===== src/rtl/rmvh_pkg.sv =====
// rmvh_pkg: shared types and constants of the ranged multi-variable histogram
// depends on nothing; used by the controller, the datapath and the top level
`timescale 1ns / 1ps
`default_nettype none

package rmvh_pkg;

	localparam int DEF_MAX_VARS   = 8;
	localparam int DEF_MAX_BINS   = 256;
	localparam int DEF_COUNT_BITS = 32;

	// request kinds
	localparam logic [1:0] KIND_SAMPLE = 2'd0;
	localparam logic [1:0] KIND_READ   = 2'd1;
	localparam logic [1:0] KIND_CLEAR  = 2'd2;
	localparam logic [1:0] KIND_NONE   = 2'd3;

	// result status codes
	localparam logic [1:0] ST_USED  = 2'd0;
	localparam logic [1:0] ST_DROP  = 2'd1;
	localparam logic [1:0] ST_READ  = 2'd2;
	localparam logic [1:0] ST_CLEAR = 2'd3;

	// configuration register indexes
	localparam logic [1:0] CFG_PASS_MODE = 2'd0;
	localparam logic [1:0] CFG_NUM_VARS  = 2'd1;
	localparam logic [1:0] CFG_NUM_BINS  = 2'd2;

	typedef enum logic [1:0] {
		RT_OUT = 2'd0,
		RT_RD  = 2'd1,
		RT_MUL = 2'd2
	} route_t;

	typedef struct packed {
		logic capture;
		logic eval;
		logic mul;
		logic div;
		logic fix;
		logic rd;
		logic upd;
		logic clr;
		logic load_out;
	} cmd_t;

	typedef struct packed {
		logic   in_clear;
		route_t route;
		logic   div_last;
		logic   clr_last;
	} stat_t;

endpackage

`default_nettype wire


===== src/rtl/rmvh_ctrl.sv =====
// rmvh_ctrl: sequencing state machine of the histogram
// depends on rmvh_pkg; drives the datapath through cmd_t, watches stat_t
`timescale 1ns / 1ps
`default_nettype none

module rmvh_ctrl (
	input  wire logic           clk,
	input  wire logic           arst_n,
	input  wire logic           in_valid,
	output logic                in_ready,
	output logic                out_valid,
	input  wire logic           out_ready,
	input  wire rmvh_pkg::stat_t st,
	output rmvh_pkg::cmd_t      cmd
);
	import rmvh_pkg::*;

	typedef enum logic [8:0] {
		S_IDLE = 9'b000000001,
		S_CLR  = 9'b000000010,
		S_EVAL = 9'b000000100,
		S_MUL  = 9'b000001000,
		S_DIV  = 9'b000010000,
		S_FIX  = 9'b000100000,
		S_RD   = 9'b001000000,
		S_UPD  = 9'b010000000,
		S_OUT  = 9'b100000000
	} state_t;

	state_t state_q, state_d;
	logic   reply_q;
	logic   out_free;

	assign out_free = !out_valid || out_ready;
	assign in_ready = (state_q == S_IDLE);

	always_comb begin
		state_d = state_q;
		cmd     = '0;
		case (state_q)
			S_IDLE: begin
				if (in_valid) begin
					cmd.capture = 1'b1;
					state_d = st.in_clear ? S_CLR : S_EVAL;
				end
			end
			S_CLR: begin
				cmd.clr = 1'b1;
				if (st.clr_last) state_d = reply_q ? S_OUT : S_IDLE;
			end
			S_EVAL: begin
				cmd.eval = 1'b1;
				case (st.route)
					RT_RD:   state_d = S_RD;
					RT_MUL:  state_d = S_MUL;
					default: state_d = S_OUT;
				endcase
			end
			S_MUL: begin
				cmd.mul = 1'b1;
				state_d = S_DIV;
			end
			S_DIV: begin
				cmd.div = 1'b1;
				if (st.div_last) state_d = S_FIX;
			end
			S_FIX: begin
				cmd.fix = 1'b1;
				state_d = S_RD;
			end
			S_RD: begin
				cmd.rd = 1'b1;
				state_d = S_UPD;
			end
			S_UPD: begin
				cmd.upd = 1'b1;
				state_d = S_OUT;
			end
			S_OUT: begin
				if (out_free) begin
					cmd.load_out = 1'b1;
					state_d = S_IDLE;
				end
			end
			default: state_d = S_IDLE;
		endcase
	end

	always_ff @(posedge clk or negedge arst_n) begin
		if (!arst_n) begin
			state_q   <= S_CLR;
			reply_q   <= 1'b0;
			out_valid <= 1'b0;
		end else begin
			state_q <= state_d;
			if (cmd.capture) reply_q <= st.in_clear;
			if (cmd.load_out) out_valid <= 1'b1;
			else if (out_ready) out_valid <= 1'b0;
		end
	end

endmodule

`default_nettype wire


===== config.mk =====
export PLATFORM = sky130hd
export DESIGN_NAME = rmvh_ctrl
export DESIGN_NICKNAME = d
export VERILOG_FILES = /design/src/rtl/rmvh_pkg.sv /design/src/rtl/rmvh_ctrl.sv
export SDC_FILE = /design/constraint.sdc
export NUM_CORES = 1
export LEC_CHECK = 0
export BUFFER_PORTS_ARGS = -buffer_cell sky130_fd_sc_hd__buf_2
export CAP_MARGIN = 10
export CORE_MARGIN = 2
export CORE_UTILIZATION = 42
export CTS_CLUSTER_DIAMETER = 60
export DETAILED_ROUTE_END_ITERATION = 10
export PLACE_DENSITY = 0.66
export SYNTH_ARGS = -nofsm -noshare
export SYNTH_HDL_FRONTEND = slang
export SYNTH_SLANG_ARGS = --single-unit

===== constraint.sdc =====
create_clock -name clk -period 5.4 [get_ports clk]
set_input_delay 0.27 -clock clk [delete_from_list [all_inputs] [get_ports clk]]
set_output_delay 0.27 -clock clk [all_outputs]
set_load 0.02 [all_outputs]

Yosys cells after proc, flatten, opt, wreduce, memory -nomap -nowiden
Index checks and enable logic that the tools add are counted.
{ "classes": {"n_reduce_logical": 4, "eq_ne": 15, "muxes": 21} }
{ "ops": {"columns": ["cell", "n"], "rows": [
  ["one-hot mux 9 bit (9 select lines)", 1],
  ["2-to-1 mux 9 bit", 5],
  ["one-hot mux 9 bit (2 select lines)", 1],
  ["2-to-1 mux 1 bit", 13],
  ["== test 9 x 1 -> 1 bit, second input constant", 1],
  ["== test 9 x 2 -> 1 bit, second input constant", 1],
  ["== test 9 x 3 -> 1 bit, second input constant", 1],
  ["== test 9 x 4 -> 1 bit, second input constant", 1],
  ["== test 9 x 5 -> 1 bit, second input constant", 1],
  ["== test 9 x 6 -> 1 bit, second input constant", 1],
  ["== test 9 x 7 -> 1 bit, second input constant", 1],
  ["== test 9 x 8 -> 1 bit, second input constant", 1],
  ["== test 9 bit, second input constant", 1],
  ["!= test 2 bit, second input constant", 4],
  ["AND reduction 4 bit", 1],
  ["2-to-1 mux 3 bit", 1],
  ["== test 2 x 1 -> 1 bit, second input constant", 1],
  ["== test 2 bit, second input constant", 1],
  ["nonzero test 2 bit", 1],
  ["logical NOT 1 bit", 1],
  ["logical OR 1 bit", 1]
]} }
{ "totals": {"out_inout_bits": 11, "word_cells": 43, "input_bits": 9, "ff_bits": 11} }

Depth between registers and ports, before layout
{ "depth": {"depth_word": 5, "mapped_depth": 5, "ltp_nobuf": 4} }

Least setup slack after synthesis
OpenSTA, ideal clock, no wires.
{ "synth_timing": {"kind": "reg2out", "start": "register state_q[5]", "end": "output port cmd[0] (netlist bit)", "n_path_buf": 0, "stages_incl_launch_ff": 4, "path_slack_ns": 3.283, "arrival_time_ns": 1.847, "required_ns": 5.130, "cell_sequence": "dfrtp_1 or4_4 or4_4 nor2b_1"} }
{ "synth_lines": {"columns": ["item", "line_no", "source"], "rows": [
  ["start: declaration", "rmvh_ctrl.sv:30", "state_t state_q, state_d;"],
  ["start signal: assignment", "rmvh_ctrl.sv:95", "state_q <= state_d;"],
  ["end: declaration", "rmvh_ctrl.sv:14", "output rmvh_pkg::cmd_t cmd"]
]} }

==> qor.yml <==
period_share: 0.445
ys_types: 39
max_freq_ghz: 0.416
cts_max_level: 1
synth-async-reset-ratio: 1.00
design.core.area_mm2: 0.00171
worstRegToRegCells: 3
worstMarginPinSlew_ps: 547
routabilityCongestion: 0.794
cp-start-kind: "flop"
synth.avg_cell_area_um2: 9.59
n_antenna_cell: 0
setup_ws_ps: 3000
synth_fp_nets: 89
min_delay_path_depth: 2
drcViolationCount: 0
grt_pass1_wl_um: 2890
antenna_left: 0
finalSetupTns_ps: 0
gr-usage-all-layers: 0.193
via_per_inst: 5.52
synth_area_leaders: "dfrtp_1 (33%), nand2b_1 (4.2%), nor4_1 (4.2%)"
antenna_found_initial: 0
root_buffer: "clkbuf_4"
hpwl_um: 1350
cts_buffers: 3
syn-cell-area_um2: 748
placedCellCount: 120
whs_ps: 155
cts_resized: 0
hold_path_end: "state_q[1]"
synth-seq-cells: 11
fin_util: 0.529
grt_start_max_net_pins: 12
io-pin-count: 20
dieWidth_um: 46.2
reg2reg_setup_slack_ps: 3490
arrival_ps: 2130
power_density_mw_per_mm2: 428
ys_seq_area_frac: 0.370
yosysWarnings: 0
path_class: "reg -> out"
p_leak_nw: 0.467
postSynthCellCount: 78
wl_per_cell_um: 13.5
holdCritStartpoint: "st[0]"
rsz0062_at_grt: "no"
fillers: 163
drive_gt1_frac: 0.330
clock_path_buffers: 2
die_area_mm2: 0.00213
via_count: 690
rows: 15
finalHoldViolations: 0
slew_violations: 0
maxCapViolCount: 0
crit_path_max_fanout: 7
skew_ps: 3.35
nets: 112
max-vdd-ir-drop_v: 0.000269
area_delta_synth_final_pct: 20.7
period_minus_slack_ps: 2400
setup_violations: 0
hold_class: "in -> reg"
grt_pass1_vias: 620
start_util: 0.438
synth_flop_cell: "dfrtp_1"
first_pass_iters: 4
place.port_buffers: 19
instances_no_fill: 125
crit_path_start: "state_q[5]"
post_cts_buffers: 0
r2r-end: "state_q[2]"
drt_first_iter_violations: 23
crit_path_end_kind: "output pin"
place_ws_ps: 3290
clk_pin_slew_ps: 80
run_status: "finished, final reports clean"
die_y_um: 46.2
cts_hold_buf: 1
overflow: 0
clk_latency_ps: 270
clock_sinks: 11
synth-edff-count: 0
yosys.area.top_type: "dfrtp_1"
r2r_start: "state_q[2]"
routed_wl_um: 1680
slew-limit-headroom: 0.633
required_ps: 5130
cts_tree: "yes"
synth.top_cell.area_share: 0.334
cell usage after synthesis (2+ instances only):
master and n:
and2_1 2, and4b_1 2, dfrtp_1 10, ha_1 2
inv_1 6, nand2b_1 5, nor2_1 4, nor2b_1 4
nor3_1 3, nor4_1 5, nor4_2 2, o21ai_0 2
o32ai_1 2, or2_2 2, or3_1 2, or4_4 2
report_power, final:
part	total [mW]	leakage (nW)	internal (mW)	switching, mW
combinational	0.196	0.305	0.0769	0.119
clock	0.0568	0.0177	0.0274	0.0294
sequential	0.134	0.144	0.103	0.0302
per-layer routing:
| layer | GRT usage | up-vias | part of all wire |
|---|---|---|---|
| met1 | 0.250 | 326 | 0.46 |
| met3 | 0.0588 | 2 | 0.065 |
| met5 | 0 | - | 0 |
| met2 | 0.308 | 20 | 0.47 |
| li1 | - | 342 | - |
| met4 | 0.0514 | 0 | 0.0089 |
metrics by stage:
stage	total power, mW	cell area, µm²
CTS	0.390	903
finish	0.387	903
detailed placement	0.331	866
global placement	0.327	866
global route	0.422	903
floorplan	0.280	748
how the worst max path moves through the flow:
stage and to:
2_1_floorplan cmd[0], 3_3_place_gp cmd[0], 3_5_place_dp cmd[0], 4_1_cts cmd[0], 5_1_grt cmd[0], 6_report cmd[0]
final cells by class:
class                           instances  area [µm²]  area share
Tap cell                               25        31.3      0.0346
Multi-Input combinational cell         59         440       0.488
Clock inverter                          1        5.00     0.00554
Inverter                                6        22.5      0.0249
Clock buffer                            3        22.5      0.0249
Sequential cell                        11         277       0.306
Timing Repair Buffer                   20         105       0.116
placed cells by master, fill, tap and decap left out, drive strengths merged, types with 2 or more instances in the layout:
cell type,synthesis,final
o21ai,2,2
nor3,3,3
or3,2,2
nand2b,5,5
nor2b,4,4
or2,3,3
ha,2,2
and2,2,2
o32ai,2,2
or4,2,2
nor2,4,4
inv,6,6
buf,1,19
o22ai,2,2
nor4,7,7
dfrtp,10,10
clkbuf,1,3
and4b,2,2
critical path: stages (launching register included):
cell and delay (ps):
dfrtp_1 440, or4_4 600, or4_4 550, nor2b_1 110, buf_2 160
logic make-up after synthesis:
family                   synth area share
flip-flops                          0.370
adder cells (fa/ha/maj)            0.0334
AND/OR/NAND/NOR                     0.366
XOR/XNOR                           0.0117
AO/OA/AOI/OAI                       0.177
buffers and inverters              0.0418
sequential cells by signal, indices dropped and copies added, names as in the netlist:
register   flops
out_valid      1
reply_q        1
state_q        9
(Power assumes the default switching activity.)
